$ cat src/design/shell_command_lexer_top_macros.svh
// Assertion macros for the shell command lexer checks.
`ifndef SHELL_COMMAND_LEXER_TOP_MACROS_SVH
`define SHELL_COMMAND_LEXER_TOP_MACROS_SVH

// Check that a condition implies another in the same cycle.
`define SCL_ASSERT_NOW(lbl, pre, post) \
    lbl: assert property (@(posedge i_clk) disable iff (!i_rst_n) (pre) |-> (post)) \
        else $error("shell lexer check failed");

// Check that a condition implies another in the following cycle.
`define SCL_ASSERT_NEXT(lbl, pre, post) \
    lbl: assert property (@(posedge i_clk) disable iff (!i_rst_n) (pre) |=> (post)) \
        else $error("shell lexer check failed");

`endif

$ cat src/design/scl_pkg.sv
// Shared types and constants for the shell command lexer.
package scl_pkg;

    // Character codes that the lexer treats specially
    localparam logic [7:0] CH_PIPE  = 8'h7C;
    localparam logic [7:0] CH_LT    = 8'h3C;
    localparam logic [7:0] CH_GT    = 8'h3E;
    localparam logic [7:0] CH_SQ    = 8'h27;
    localparam logic [7:0] CH_DQ    = 8'h22;
    localparam logic [7:0] CH_SPACE = 8'h20;
    localparam logic [7:0] CH_TAB   = 8'h09;
    localparam logic [7:0] CH_CR    = 8'h0D;

    // Token kind codes
    localparam logic [2:0] KIND_WORD    = 3'd0;
    localparam logic [2:0] KIND_PIPE    = 3'd1;
    localparam logic [2:0] KIND_IN      = 3'd2;
    localparam logic [2:0] KIND_OUT     = 3'd3;
    localparam logic [2:0] KIND_APPEND  = 3'd4;
    localparam logic [2:0] KIND_HEREDOC = 3'd5;

    // Depth of the result queue; the 2-bit count covers up to three entries
    localparam int QDEPTH = 3;

    // Input request: one command-line byte
    typedef struct packed {
        logic [7:0] in_byte;
        logic       line_last;
    } t_req;

    // Result: one token byte with its marks
    typedef struct packed {
        logic       tok_valid;
        logic [7:0] tok_char;
        logic       tok_first;
        logic       tok_last;
        logic [2:0] tok_kind;
        logic       quote_error;
        logic       line_done;
        logic       run_last;
    } t_res;

endpackage

$ cat src/design/shell_command_lexer_top.sv
// Shell command lexer: splits a byte stream into tokens with first/last marks.
//
//   channel | direction | handshake          | payload
//   --------+-----------+--------------------+------------------------------
//   request | in        | i_valid / o_stall  | i_req (t_req: byte, line end)
//   result  | out       | o_valid / i_stall  | o_res (t_res: token byte)
//
// A byte is decoded against the lexer state in the cycle it is accepted, and
// its zero to two results are registered into a three-entry result queue
// whose head drives o_res. One result leaves per cycle while i_stall is low,
// so the rate is one byte per cycle while each byte gives at most one result;
// a line's last byte may give two. o_stall is high while two or more results
// are queued. Reset is synchronous and clears the lexer state and queue count.
`include "shell_command_lexer_top_macros.svh"

module shell_command_lexer_top
    import scl_pkg::*;
(
    input  logic i_clk,
    input  logic i_rst_n,
    input  logic i_valid,
    output logic o_stall,
    input  t_req i_req,
    output logic o_valid,
    input  logic i_stall,
    output t_res o_res
);

    typedef enum logic [3:0] {
        MODE_IDLE = 4'd0,
        MODE_WORD = 4'd1,
        MODE_SQ   = 4'd2,
        MODE_DQ   = 4'd3,
        MODE_LT1  = 4'd4,
        MODE_GT1  = 4'd5,
        MODE_LT2  = 4'd6,
        MODE_GT2  = 4'd7,
        MODE_PIPE = 4'd8
    } t_mode;

    t_mode      r_mode, n_mode;
    logic [7:0] r_held_char, n_held_char;
    logic       r_held_valid, n_held_valid;
    logic       r_held_first, n_held_first;

    t_res       r_q [QDEPTH];
    t_res       n_q [QDEPTH];
    logic [1:0] r_cnt, n_cnt;

    logic       acc;
    logic       pop;
    logic [1:0] base;

    // decode signals
    logic [7:0] c;
    logic       is_sp;
    logic       joined;
    t_mode      join_mode;
    t_mode      start_mode;
    logic [2:0] old_kind;
    logic [2:0] end_kind;
    logic       do_start;
    logic       qerr;
    t_mode      m_mode;
    logic [7:0] m_char;
    logic       m_valid;
    logic       m_first;
    t_res       res0, res1;
    logic [1:0] res_cnt;

    assign acc     = i_valid && !o_stall;
    assign pop     = (r_cnt != 2'd0) && !i_stall;
    assign o_valid = (r_cnt != 2'd0);
    assign o_stall = (r_cnt >= 2'd2);
    assign o_res   = r_q[0];
    assign base    = r_cnt - {1'b0, pop};

    assign c     = i_req.in_byte;
    assign is_sp = (c == CH_SPACE) || ((c >= CH_TAB) && (c <= CH_CR));

    // Decide whether the byte joins the held token, and the mode it leads to
    always_comb begin
        joined    = 1'b0;
        join_mode = r_mode;
        unique case (r_mode)
            MODE_WORD: begin
                if (!(is_sp || c == CH_PIPE || c == CH_LT || c == CH_GT)) begin
                    joined = 1'b1;
                    if (c == CH_SQ) begin
                        join_mode = MODE_SQ;
                    end else if (c == CH_DQ) begin
                        join_mode = MODE_DQ;
                    end
                end
            end
            MODE_SQ: begin
                joined = 1'b1;
                if (c == CH_SQ) begin
                    join_mode = MODE_WORD;
                end
            end
            MODE_DQ: begin
                joined = 1'b1;
                if (c == CH_DQ) begin
                    join_mode = MODE_WORD;
                end
            end
            MODE_LT1: begin
                if (c == CH_LT) begin
                    joined    = 1'b1;
                    join_mode = MODE_LT2;
                end
            end
            MODE_GT1: begin
                if (c == CH_GT) begin
                    joined    = 1'b1;
                    join_mode = MODE_GT2;
                end
            end
            default: begin
                joined = 1'b0;
            end
        endcase
    end

    // Pick the mode a new token starts in
    always_comb begin
        priority if (is_sp) begin
            start_mode = MODE_IDLE;
        end else if (c == CH_PIPE) begin
            start_mode = MODE_PIPE;
        end else if (c == CH_LT) begin
            start_mode = MODE_LT1;
        end else if (c == CH_GT) begin
            start_mode = MODE_GT1;
        end else if (c == CH_SQ) begin
            start_mode = MODE_SQ;
        end else if (c == CH_DQ) begin
            start_mode = MODE_DQ;
        end else begin
            start_mode = MODE_WORD;
        end
    end

    // Map the closing mode to a token kind
    always_comb begin
        unique case (r_mode)
            MODE_PIPE: old_kind = KIND_PIPE;
            MODE_LT1:  old_kind = KIND_IN;
            MODE_GT1:  old_kind = KIND_OUT;
            MODE_LT2:  old_kind = KIND_HEREDOC;
            MODE_GT2:  old_kind = KIND_APPEND;
            default:   old_kind = KIND_WORD;
        endcase
        unique case (m_mode)
            MODE_PIPE: end_kind = KIND_PIPE;
            MODE_LT1:  end_kind = KIND_IN;
            MODE_GT1:  end_kind = KIND_OUT;
            MODE_LT2:  end_kind = KIND_HEREDOC;
            MODE_GT2:  end_kind = KIND_APPEND;
            default:   end_kind = KIND_WORD;
        endcase
    end

    // Emit the held byte, update the held token, and flush at line end
    always_comb begin
        res0     = '0;
        res1     = '0;
        res_cnt  = 2'd0;
        do_start = 1'b1;
        m_mode   = r_mode;
        m_char   = r_held_char;
        m_valid  = r_held_valid;
        m_first  = r_held_first;

        if (r_held_valid && r_mode != MODE_IDLE) begin
            res0.tok_valid = 1'b1;
            res0.tok_char  = r_held_char;
            res0.tok_first = r_held_first;
            res_cnt        = 2'd1;
            if (joined) begin
                do_start = 1'b0;
                m_mode   = join_mode;
                m_char   = c;
                m_first  = 1'b0;
            end else begin
                res0.tok_last = 1'b1;
                res0.tok_kind = old_kind;
            end
        end

        if (do_start) begin
            m_mode  = start_mode;
            m_valid = !is_sp;
            m_char  = is_sp ? 8'h00 : c;
            m_first = !is_sp;
        end

        qerr = (m_mode == MODE_SQ) || (m_mode == MODE_DQ);

        if (i_req.line_last) begin
            if (m_valid) begin
                if (res_cnt == 2'd0) begin
                    res0.tok_valid = 1'b1;
                    res0.tok_char  = m_char;
                    res0.tok_first = m_first;
                    res0.tok_last  = 1'b1;
                    res0.tok_kind  = end_kind;
                end else begin
                    res1.tok_valid = 1'b1;
                    res1.tok_char  = m_char;
                    res1.tok_first = m_first;
                    res1.tok_last  = 1'b1;
                    res1.tok_kind  = end_kind;
                end
                res_cnt = res_cnt + 2'd1;
            end
            // close the line with a single marker result when no token byte is emitted
            if (res_cnt == 2'd0) begin
                res_cnt = 2'd1;
            end
            if (res_cnt == 2'd1) begin
                res0.quote_error = qerr;
                res0.line_done   = 1'b1;
            end else begin
                res1.quote_error = qerr;
                res1.line_done   = 1'b1;
            end
        end

        // mark the final result of this byte
        if (res_cnt == 2'd1) begin
            res0.run_last = 1'b1;
        end else if (res_cnt == 2'd2) begin
            res1.run_last = 1'b1;
        end
    end

    // Next lexer state: back to idle after the line's last byte
    always_comb begin
        n_mode       = r_mode;
        n_held_char  = r_held_char;
        n_held_valid = r_held_valid;
        n_held_first = r_held_first;
        if (acc) begin
            if (i_req.line_last) begin
                n_mode       = MODE_IDLE;
                n_held_char  = 8'h00;
                n_held_valid = 1'b0;
                n_held_first = 1'b0;
            end else begin
                n_mode       = m_mode;
                n_held_char  = m_char;
                n_held_valid = m_valid;
                n_held_first = m_first;
            end
        end
    end

    // Advance the result queue and append new results behind the survivors
    always_comb begin
        n_q[0] = pop ? r_q[1] : r_q[0];
        n_q[1] = pop ? r_q[2] : r_q[1];
        n_q[2] = r_q[2];
        for (int i = 0; i < QDEPTH; i++) begin
            if (acc && (res_cnt != 2'd0) && (2'(i) == base)) begin
                n_q[i] = res0;
            end else if (acc && (res_cnt == 2'd2) && (2'(i) == base + 2'd1)) begin
                n_q[i] = res1;
            end
        end
        n_cnt = base + (acc ? res_cnt : 2'd0);
    end

    // Hold lexer state and the result queue
    always_ff @(posedge i_clk) begin
        if (!i_rst_n) begin
            r_mode       <= MODE_IDLE;
            r_held_char  <= 8'h00;
            r_held_valid <= 1'b0;
            r_held_first <= 1'b0;
            r_cnt        <= 2'd0;
        end else begin
            r_mode       <= n_mode;
            r_held_char  <= n_held_char;
            r_held_valid <= n_held_valid;
            r_held_first <= n_held_first;
            r_cnt        <= n_cnt;
        end
        r_q <= n_q;
    end

    // Checks on line closing and result marks
    `SCL_ASSERT_NOW(a_done_is_run_last, o_valid && o_res.line_done, o_res.run_last)
    `SCL_ASSERT_NOW(a_empty_closes_line, o_valid && !o_res.tok_valid,
        o_res.line_done && o_res.run_last)
    `SCL_ASSERT_NOW(a_qerr_on_done, o_valid && o_res.quote_error, o_res.line_done)
    `SCL_ASSERT_NEXT(a_line_end_idles, acc && i_req.line_last,
        !r_held_valid && r_mode == MODE_IDLE && r_cnt != 2'd0)

endmodule

$ cat config.mk
export PLATFORM = sky130hd
export DESIGN_NAME = shell_command_lexer_top
export DESIGN_NICKNAME = d
export VERILOG_FILES = /design/src/design/scl_pkg.sv /design/src/design/shell_command_lexer_top.sv
export VERILOG_INCLUDE_DIRS = /design/src /design/src/design
export SDC_FILE = /design/constraint.sdc
export NUM_CORES = 1
export LEC_CHECK = 0
export BUFFER_PORTS_ARGS = -buffer_cell sky130_fd_sc_hd__buf_2
export CAP_MARGIN = 40
export CORE_MARGIN = 3
export CORE_UTILIZATION = 25
export CTS_CLUSTER_SIZE = 40
export DETAILED_ROUTE_END_ITERATION = 8
export GPL_TIMING_DRIVEN = 0
export PLACE_DENSITY_LB_ADDON = 0.1
export SETUP_SLACK_MARGIN = 0.3
export SLEW_MARGIN = 10
export SYNTH_ARGS = -nofsm -noshare
export SYNTH_HDL_FRONTEND = slang
export SYNTH_SLANG_ARGS = --single-unit
$ cat constraint.sdc
create_clock -name i_clk -period 4.5 [get_ports i_clk]
set_clock_uncertainty 0.15 [all_clocks]
set_input_delay 0 -clock i_clk [delete_from_list [all_inputs] [get_ports i_clk]]
set_output_delay 0 -clock i_clk [all_outputs]
set_load 0.01 [all_outputs]
Word-level counts from Yosys, hierarchy flattened --
Index checks and enable logic that the tools add are counted.
Word-level totals: register bits after elaboration 67, bits of input ports 13, output and inout port bits 19, logic and storage cells 160
Operators by class: add/sub/neg operators 4, $lt $le $gt $ge 3, eq/ne operators 28, mux-type cells 65, reduce and logical (&&, ||, !) cells 31
Operator list (count):
- 2-to-1 mux 17 bit | 8
- 2-to-1 mux 14 bit | 5
- 2-to-1 mux 4 bit | 14
- equality test 8 x 6 -> 1 bit, second input constant | 5
- 2-to-1 mux 8 bit | 5
- equality test 4 x 3 -> 1 bit, second input constant | 8
- 2-to-1 mux 16 bit | 2
- case mux 3 bit (5 select lines) | 2
- 2-to-1 mux 2 bit | 10
- case mux 4 bit (5 select lines) | 1
- equality test 4 x 2 -> 1 bit, second input constant | 4
- 2-to-1 mux 1 bit | 15
- logical AND 1 bit | 12
- equality test 4 bit, second input constant | 2
- equality test 8 x 7 -> 1 bit, second input constant | 1
- >= comparator 8 x 4 -> 1 bit, second input constant | 1
- less-or-equal comparator 8 x 4 -> 1 bit, second input constant | 1
- zero test 2 bit | 4
- 2-to-1 mux 3 bit | 2
- nonzero test 2 bit | 3
- nonzero test 3 bit | 2
- logical OR 1 bit | 5
- adder 2 x 1 -> 2 bit, second input constant | 2
- equality test 1 x 2 -> 1 bit, first input constant | 2
- other kinds (11) | 15

Logic depth before layout (Yosys ltp) --
Gate-level depths: netlist (run 1).
depth in word-level cells 22, gate-level depth with buffers 12, depth with buffers taken out 11

Worst setup path after synthesis (run 1) --
No wires, ideal clock.
path type register -> register, from register r_cnt[1], to register r_q[0] (netlist name) (enable), data arrival time 3.116 ns, required time 3.935 ns, setup slack 0.819 ns, stages on the path, launching flop included 10, clock period less this slack 3.681 ns, cell sequence dfxtp_1 -> or2_2 -> nand2b_1 -> inv_1 -> ha_1 -> xor2_1 -> nor2_1 -> nand2_1 -> clkbuf_1 -> o21ai_0
Between the ends: word-level cells in the longest chain between the ends 7, elaborated cells between the ends (all ways) 14, classes of those cells 2 x add/sub; 1 x order compare; 2 x eq/ne; 9 x reduce/logical
Ends and longest elaborated chain:
- start: declaration | RTL line shell_command_lexer_top.sv:48 | logic [1:0] r_cnt, n_cnt;
- start signal: assignment | RTL line shell_command_lexer_top.sv:288 | r_cnt <= n_cnt;
- nonzero test 2 bit *
- net o_valid | RTL line shell_command_lexer_top.sv:24 | output logic o_valid,
- logical AND 1 bit * | RTL line shell_command_lexer_top.sv:72 | assign pop = (r_cnt != 2'd0) && !i_stall;
- subtractor 2 x 1 -> 2 bit * | RTL line shell_command_lexer_top.sv:76 | assign base = r_cnt - {1'b0, pop};
- adder 2 x 1 -> 2 bit | RTL line shell_command_lexer_top.sv:268 | end else if (acc && (res_cnt == 2'd2) && (2'(i) == base + 2'd1)) begin
- equality test 2 bit | RTL line shell_command_lexer_top.sv:268
- logical AND 1 bit | RTL line shell_command_lexer_top.sv:268
- nonzero test 2 bit (no source line) *
- end signal: assignment | RTL line shell_command_lexer_top.sv:290 | r_q <= n_q;
- end: declaration | RTL line shell_command_lexer_top.sv:46 | t_res r_q [QDEPTH];
Mark *: on every way through the listed nets, which the timed path passes. The rest lies on a longest branch. A chain may end at the register's enable or synchronous reset.

Worst setup path in the final report (run 1) --
from register r_cnt[1], to register r_q[23] (netlist name) (enable)
Between the ends: word-level cells in the longest chain between the ends 7, elaborated cells between the ends (all ways) 14, classes of those cells 2 x add/sub; 1 x order compare; 2 x eq/ne; 9 x reduce/logical
Ends and longest elaborated chain (RTL line):
- nonzero test 2 bit | shell_command_lexer_top.sv:72
- logical AND 1 bit | shell_command_lexer_top.sv:72
- subtractor 2 x 1 -> 2 bit | shell_command_lexer_top.sv:76
- adder 2 x 1 -> 2 bit | shell_command_lexer_top.sv:268
- equality test 1 x 2 -> 1 bit | shell_command_lexer_top.sv:268
- logical AND 1 bit | shell_command_lexer_top.sv:268
- nonzero test 3 bit (no source line) *
Mark *: on every way between the ends. The rest lies on a longest branch, timed or not.

==> impl_metrics.ini, run 1 <==
[run_status]
outcome = complete, no violations

[routing]
drc = 0
wl_met1_mm = 6.09
wl_mm = 12.0
top_layer_used = met4
wl_met3_um = 540
drt-wirelength-per-cell_um = 17.9
first_iter_violations = 245
avgViaCountPerCell = 4.82
drtAntennaViolNets = 0
drt_pass1_iterations = 5
wl_met2_mm = 5.30
num_vias = 3245

[power]
switchingPower_uw = 698
power_density_nw_per_um2 = 487
p_comb_share_pct = 29.0
leakagePower_nw = 1.81
swShare_pct = 30.1
seq_power_share_pct = 39.9
ir_drop_uv = 185
clockPowerShare_pct = 31.1
p_int_mw = 1.62

[run]
drv_cap = 0

[worst_setup_path]
rrSetupSlack_ps = 830
r2r_cells = 10
cp_num_buf_inv = 3
crit_chain = or2_2, nand2b_1, inv_1, ha_1, xor2_1, nor2_1, nand2_1, clkbuf_1, nand3_1, buf_6
path_max_fanout = 10
r2r_end = r_q[23]
setup.worst_path.end = r_q[23]
cpPeakStageDelay_ps = 530
endpoint_kind = flop
reg2reg_from = r_cnt[1]
path_delay_family = simple AND/OR/NAND/NOR gates
worstSetupPathType = flop to flop
worstPathArrival_ps = 3610
cp-startpoint = r_cnt[1]
cpMaxStageDelayCell = clkbuf_1
crit_required_ps = 4440
cp-start-kind = flop
path_depth = 10

[timing]
finalCriticalPeriod_ps = 3670
tightest_slew_ps = 654
fin_crit_sh_pct = 81.5
grt_setup_unrepaired = no
setup_viol = 0
fmax_mhz = 273
maxSlewHeadroom_pct = 56.4
hold_violations = 0
slew_viol_final = 0

[yosys]
synthesis.nets = 420
synth_enable_flop_cells = 51
yosysTopAreaCell = edfxtp_1
ys_seq_area_share_pct = 47.0
ys_async_sr_fraction_pct = 0
yosysUniqueCellTypes = 62
syn_inst = 405
synth_area_leaders = edfxtp_1, dfxtp_1, nand2_1
ys_seq_elements = 67
syn_avg_cell_area_sq_um = 9.73
synth.cell_area_sq_um = 3940
ys.flop_type = edfxtp_1
yosysMostFrequentCell = edfxtp_1
yosys_warnings = 0
synth_common_cells = edfxtp_1, nand2_1, o21ai_0, nor2_1
synth_top_area_share_pct = 38.9

[die]
die_h_um = 132
fp.dieW_um = 132
initial_core_util_pct = 25.7
dieArea_sq_um = 17300
ios = 32
core_sq_um = 15300
num_rows = 45

[placed_design]
portBuffers = 29
dpl.hpwl_mm = 8.80
place.gp.congestion = 0.766
dp_cells = 650

[cells_and_area]
utilization_pct = 31.1
nets = 472
num-fill-cells = 1653
num_antenna_cells = 0
stdcell_count = 673
area_delta_synth_final_pct = 20.9
multi_input_area_sq_um = 1800
layout-drive-gt1-share_pct = 23.6
seq_area_sq_um = 1850

[global_routing]
grt_usage_pct = 14.3
grt-ovfl-total = 0
grt_max_degree = 13
grt_pass1_vias = 3108
grt_pass1_wl_mm = 19.2
antenna_found_initial = 0

[clocking]
cts_resized = 0
path_clk_slew_ps = 50
htree_num_levels = 3
cts.sink_count = 67
clock_path_buffers = 2
cts_tree = done
cts-root-buf = clkbuf_16
clk_latency_ps = 340
cts_made_buffers = 9

[min_path]
hold_path.class = primary input to flop
==> routing by layer <==
metal  GRT usage [%]  vias up
met5               0        -
met4            3.33        0
met3            3.52       10
met2            21.2       81
met1            21.0     1579
li1                -     1575
==> through the flow <==
stage	setup WS [ps]	TNS [ps]	instance area (sq um)	power [mW]	hold slack (ps)
final	831	0	4760	2.32	85.0
after global routing	499	0	4760	2.45	149
after CTS	773	0	4760	2.35	69.3
after detailed placement	787	0	4400	1.62	195
after global placement	-575	-9750	4350	1.59	189
after floorplan	819	0	3940	1.38	-21.8
==> flip-flops by register name, summed over array words and instances (netlist names) <==
register      count
r_mode            4
r_held_valid      1
r_held_char       8
r_q              34
r_cnt             2
r_held_first      1
o_res            17
==> final cells by class <==
| cell class | instances | share of cell area, % |
|---|---|---|
| flip-flops and latches | 67 | 38.9 |
| well taps | 211 | 5.54 |
| multi-input cells | 286 | 37.9 |
| plain buffers | 45 | 5.46 |
| inverters | 7 | 0.552 |
| clock buffers | 12 | 5.17 |
| repair buffers | 41 | 5.44 |
| clock inverters | 4 | 1.08 |
==> how the worst min path moves through the flow <==
stage / from / endpoint / slack [ps] / cells after the start
global route: i_req[2] / r_held_char[1] / 150 / 4
detailed placement: i_rst_n / r_held_char[2] / 190 / 2
CTS: i_req[2] / r_held_char[1] / 70 / 4
finish: i_req[2] / r_held_char[1] / 80 / 4
floorplan: i_rst_n / r_held_char[4] / -20 / 1
global placement: i_rst_n / r_held_char[5] / 190 / 2
==> tightest hold or removal path, stage by stage <==
cell     delay, ps
buf_2           80
buf_2          250
a22oi_1        100
nor2b_1        100
==> power by group through the flow <==
stage	Combinational [mW]	Clock (mW)	Sequential, mW
after floorplan	0.452	0	0.928
after detailed placement	0.677	0	0.939
after CTS	0.684	0.740	0.927
after global routing	0.751	0.759	0.942
after global placement	0.654	0	0.940
final	0.672	0.720	0.925
==> timing repair <==
action                    4_1_cts  5_1_grt
hold buffers                    7        0
setup buffers                   0        0
hold endpoints to repair       13        0
==> cell usage in the layout, fill, tap and decap left out, drive strengths merged, types with 8 or more instances in the layout <==
cell type	instances
nand2	43
nor2b	15
buf	63
and3	12
edfxtp	51
o21ai	36
mux2	8
a22oi	20
a21oi	23
nand3	22
clkbuf	28
nor2	24
dfxtp	16
==> kinds of logic (layout without fill, tap and decap cells) <==
| group | Yosys count | after routing | synth area share, % |
|---|---|---|---|
| buf+inv | 52 | 109 | 7.27 |
| xor+xnor | 8 | 8 | 1.78 |
| fa+ha+maj | 2 | 2 | 0.635 |
| flops | 67 | 67 | 47.0 |
| simple gates | 155 | 155 | 21.3 |
| compound gates | 109 | 109 | 18.7 |
| mux | 12 | 12 | 3.30 |
Note: power is estimated with default switching activity, not from simulation.
==> run 2: changes to the inputs <==
==> constraint.sdc (replaced) <==
create_clock -name i_clk -period 3.22 [get_ports i_clk]
set_clock_uncertainty 0.15 [all_clocks]
set_input_delay 0 -clock i_clk [delete_from_list [all_inputs] [get_ports i_clk]]
set_output_delay 0 -clock i_clk [all_outputs]
set_load 0.01 [all_outputs]
==> run 2 against run 1 <==
Net effect:
- power is 40% higher
- clock power is 27% higher
- combinational power is 56% higher
- sequential power is 39% higher
- die area stayed put
- utilization is 1.8 points higher
- final area is 5.8% higher
- global-route usage is 0.62 points higher
- setup slack worse by 490 ps
- cell count is 1.8% higher
- non-clock buffer count is 12 higher
- critical path depth is 1 higher
==> impl_metrics.ini, run 2 (synthesis gave the netlist of run 1 again) <==
[cells_and_area]
num-fill-cells = 1667
largest_reg_flops = 34
nets = 484
area_delta_synth_final_pct = 28.0
utilization_pct = 32.9
num_antenna_cells = 0
layout-drive-gt1-share_pct = 31.2
fin_area_sq_um = 5040
regMostFlops = r_q
layout_common_cells = edfxtp_1, nand2_1, buf_4
mostFrequentLayoutCell = edfxtp_1

[routing]
avgViaCountPerCell = 4.89
wl_mm = 12.6
drt_pass1_iterations = 5
drt-wirelength-per-cell_um = 18.5
first_iter_violations = 256
drtAntennaViolNets = 0
num_vias = 3348
drc = 0

[worst_setup_path]
r2r_cells = 11
crit_chain = buf_2, nor4b_2, nand4_1, and2_4, a211oi_4, buf_4, nand2_2, buf_4, mux2_2, nand2_1, o21ai_0
cpMaxStageDelayCell = a211oi_4
worstSetupPathType = flop to flop
cp-start-kind = flop
worstPathArrival_ps = 2800
rrSetupSlack_ps = 340
cpPeakStageDelay_ps = 320
path_delay_family = simple AND/OR/NAND/NOR gates
path_depth = 11
cp_common_cell = buf_4
endpoint_kind = flop
r2r_end = r_q[31]
reg2reg_from = r_mode[1]
cp_num_buf_inv = 3
crit_required_ps = 3150
cp-startpoint = r_mode[1]
path_max_fanout = 10
setup.worst_path.end = r_q[31]

[clocking]
cts-root-buf = clkbuf_16
cts_made_buffers = 9
clock_path_buffers = 2
cts_tree = done
clk_latency_ps = 340
path_clk_slew_ps = 60
cts.sink_count = 67
htree_num_levels = 3

[timing]
grt_setup_unrepaired = yes
fin_setup_tns_ps = 0
slew_viol_final = 0
tightest_slew_ps = 723
finalCriticalPeriod_ps = 2880
setup_viol = 0
fin_crit_sh_pct = 89.3
maxSlewHeadroom_pct = 51.8
hold_violations = 0
fmax_mhz = 348

[placed_design]
dpl.hpwl_mm = 8.77
place.gp.congestion = 0.804
portBuffers = 29
dpl_cell_area_sq_um = 4400

[run_status]
outcome = complete, no violations

[die]
dieArea_sq_um = 17300
num_rows = 45
core_sq_um = 15300
ios = 32
die_h_um = 132
fp.dieW_um = 132
initial_core_util_pct = 25.7

[power]
clockPowerShare_pct = 28.0
ir_drop_uv = 213
switchingPower_mw = 1.03
leakagePower_nw = 1.91
power_density_nw_per_um2 = 646
swShare_pct = 31.7
p_int_mw = 2.22
seq_power_share_pct = 39.6
p_comb_share_pct = 32.3

[global_routing]
antenna_found_initial = 0
grt_pass1_wl_mm = 19.7
grt_usage_pct = 14.9
grt-ovfl-total = 0
grt_max_degree = 18
grt_pass1_vias = 3253

[min_path]
hold_path_depth = 3
min_from = i_req[8]
hold_path.class = primary input to flop

[run]
drv_cap = 0
==> run 2: changes by cell type in the layout (fill, tap and decap cells not counted), moves of 3 or more <==
cell	change
buf_4	+14
nand3_1	-3
clkbuf_2	+4
a21oi_1	-3
clkbuf_1	-8
buf_2	-6
clkbuf_4	+3
nand2_1	-3
==> run 2: how the worst min path moves through the flow <==
stage | endpoint | slack (ps)
6_report | o_res[15] | 20
5_1_grt | o_res[15] | 50
4_1_cts | o_res[15] | 4
3_5_place_dp | r_held_char[2] | 190
3_3_place_gp | r_held_char[5] | 180
2_1_floorplan | r_held_char[4] | -20
==> run 2: power groups by stage <==
| stage | Combinational [mW] | Sequential (mW) | Clock, mW |
|---|---|---|---|
| 3_3_place_gp | 0.925 | 1.31 | 0 |
| 4_1_cts | 1.05 | 1.29 | 0.936 |
| 3_5_place_dp | 0.949 | 1.31 | 0 |
| 2_1_floorplan | 0.638 | 1.29 | 0 |
| 6_report | 1.05 | 1.29 | 0.911 |
| 5_1_grt | 1.16 | 1.32 | 0.968 |
==> run 2: per-layer routing <==
layer	vias up	share of wire, %	wire (um)	GRT usage [%]
met5	-	0	0	0
met4	0	1.4	181	4.73
met3	20	5.9	751	4.21
met2	101	45	5670	22.3
met1	1634	48	6040	20.9
li1	1593	-	-	-
==> run 2: per-stage QoR <==
step | instances | setup WS, ps | hold WS, ps | power (mW)
floorplan | 405 | 295 | -21.8 | 1.93
global placement | 645 | -815 | 180 | 2.24
detailed placement | 648 | -388 | 190 | 2.26
CTS | 677 | 240 | 4.47 | 3.28
global route | 685 | 231 | 50.2 | 3.44
finish | 685 | 344 | 22.4 | 3.25
==> run 2: layout make-up <==
| type | count | area [sq um] | share of cell area [%] |
|---|---|---|---|
| clock buffer | 11 | 233 | 4.62 |
| clock inverter | 5 | 28.8 | 0.571 |
| multi-input combinational | 286 | 1950 | 38.6 |
| buffer | 45 | 312 | 6.18 |
| timing repair buffer | 53 | 379 | 7.52 |
| tap | 211 | 264 | 5.24 |
| sequential | 67 | 1850 | 36.8 |
| inverter | 7 | 26.3 | 0.521 |
==> run 2: what timing repair did <==
item / in CTS / in global routing
pin swaps: 5 / 6
hold endpoints to repair: 13 / 0
setup endpoints to repair: 92 / 75
hold buffers: 7 / 0
resized for setup: 35 / 18
buffers inserted: 6 / 8
==> run 2: tightest hold or removal path: stages <==
cell	delay, ps
buf_2	140
nand3_1	100
a31oi_1	100
==> run 3: changes to the inputs <==
--- a/config.mk
+++ b/config.mk
@@ -13,7 +13,7 @@
 export CTS_CLUSTER_SIZE = 40
 export DETAILED_ROUTE_END_ITERATION = 8
 export GPL_TIMING_DRIVEN = 0
-export PLACE_DENSITY_LB_ADDON = 0.1
+export PLACE_DENSITY = 0.44
 export SETUP_SLACK_MARGIN = 0.3
 export SLEW_MARGIN = 10
 export SYNTH_ARGS = -nofsm -noshare
==> run 3 against run 2 <==
Net effect:
- fmax up 0.25%
- largest power group unchanged
- first-iteration DRC count down 14%
- hold slack better by 7.4 ps
- critical path depth unchanged
- clock power up 4.2%
- via count down 6.4%
==> impl_metrics.ini, run 3 (synthesis gave the netlist of run 1 again) <==
[die]
fp.dieW_um = 132
ios = 32
dieArea_sq_um = 17300
initial_core_util_pct = 25.7
core_sq_um = 15300
die_h_um = 132
num_rows = 45

[clocking]
clock_path_buffers = 2
cts-root-buf = clkbuf_16
cts_tree = done
path_clk_slew_ps = 60
cts.sink_count = 67
clk_latency_ps = 330
htree_num_levels = 3
cts_made_buffers = 9

[worst_setup_path]
reg2reg_from = r_mode[1]
worstSetupPathType = flop to flop
r2r_cells = 11
crit_required_ps = 3140
endpoint_kind = flop
cp-start-kind = flop
path_max_fanout = 10
cp-startpoint = r_mode[1]
worstPathArrival_ps = 2790

[timing]
fin_setup_tns_ps = 0
maxSlewHeadroom_pct = 57.1
worst_slack_ps = 351
grt_setup_unrepaired = yes
tightest_slew_ps = 644
fmax_mhz = 349
fin_crit_sh_pct = 89.1
slew_viol_final = 0
finalCriticalPeriod_ps = 2870
setup_viol = 0
hold_violations = 0

[routing]
num_vias = 3133
drt_pass1_iterations = 5
drc = 0
first_iter_violations = 221
avgViaCountPerCell = 4.61
drtAntennaViolNets = 0
drt-wirelength-per-cell_um = 16.0
wl_mm = 10.9

[cells_and_area]
mostFrequentLayoutCell = edfxtp_1
num-fill-cells = 1612
seq_area_sq_um = 1850
regMostFlops = r_q
layout-drive-gt1-share_pct = 29.7
area_delta_synth_final_pct = 26.4
multi_input_area_sq_um = 1960
stdcell_count = 679
num_antenna_cells = 0
nets = 478
layout_common_cells = edfxtp_1, nand2_1, buf_2
largest_reg_flops = 34

[placed_design]
place.gp.congestion = 0.822
dpl.hpwl_mm = 8.04
portBuffers = 29
dp_cells = 646
place_ws_ps = -379

[min_path]
hold_path.class = primary input to flop
min_from = i_req[7]
hold_path_depth = 4

[global_routing]
antenna_found_initial = 0
grt_pass1_wl_mm = 17.7
grt-ovfl-total = 0
grt_pass1_vias = 3124
grt_max_degree = 18
grt_usage_pct = 12.8

[run_status]
outcome = complete, no violations

[power]
p_total_mw = 3.21
ir_drop_uv = 269
leakagePower_nw = 1.87
power_density_nw_per_um2 = 645

[run]
drv_cap = 0
==> run 3: metal layers <==
layer  global-route usage, %  vias to the layer above  wire, um
met5                       0                        -         0
met4                    3.85                        0       121
met3                    2.49                        7       353
met2                    20.8                       55      5110
met1                    17.3                     1484      5290
li1                        -                     1587         -
==> run 3: final timing paths <==
| path | slack (ps) | to |
|---|---|---|
| worst max-delay path | 350 | o_res[4] |
| worst min-delay path | 30 | r_q[31] |
| worst max register to register | 350 | o_res[4] |
| worst min register to register | 380 | r_q[18] |
==> run 3: critical path, stage by stage, from the launching register on <==
cell and delay, ps:
dfxtp_1 310, buf_2 190, nor4b_4 260, nand4_1 180
and2_4 240, a211oi_4 320, buf_6 170, and2_1 120
clkbuf_4 190, mux2_2 340, nand2_1 70, o21ai_1 70
==> run 3: what timing repair did <==
action / in CTS / in global routing
cloned: 0 / 1
buffers inserted: 8 / 2
resized for setup: 27 / 19
hold endpoints to repair: 13 / 0
hold buffers: 6 / 0
pin swaps: 4 / 3
endpoints found under the setup margin: 88 / 76
==> run 3: report_power, final <==
part	switching, mW	internal [mW]	total, mW	leakage, nW
registers	0.0626	1.23	1.29	0.609
clock network	0.353	0.597	0.949	0.135
logic	0.531	0.438	0.969	1.13
==> run 3: layout make-up <==
cell class / instances / area share (%)
Multi-Input combinational cell: 286 / 39.3
Clock inverter: 3 / 0.779
Tap cell: 211 / 5.30
Inverter: 7 / 0.528
Buffer: 45 / 5.85
Clock buffer: 13 / 4.82
Sequential cell: 67 / 37.2
Timing Repair Buffer: 47 / 6.21
==> run 3: stage by stage <==
stage          hold WS (ps)  area, sq um  utilization (%)
2_1_floorplan         -21.8         3950                -
3_3_place_gp            191         4360             28.5
3_5_place_dp            187         4370             28.5
4_1_cts                1.85         4890             31.9
5_1_grt                57.6         4980             32.5
6_report               29.8         4980             32.5
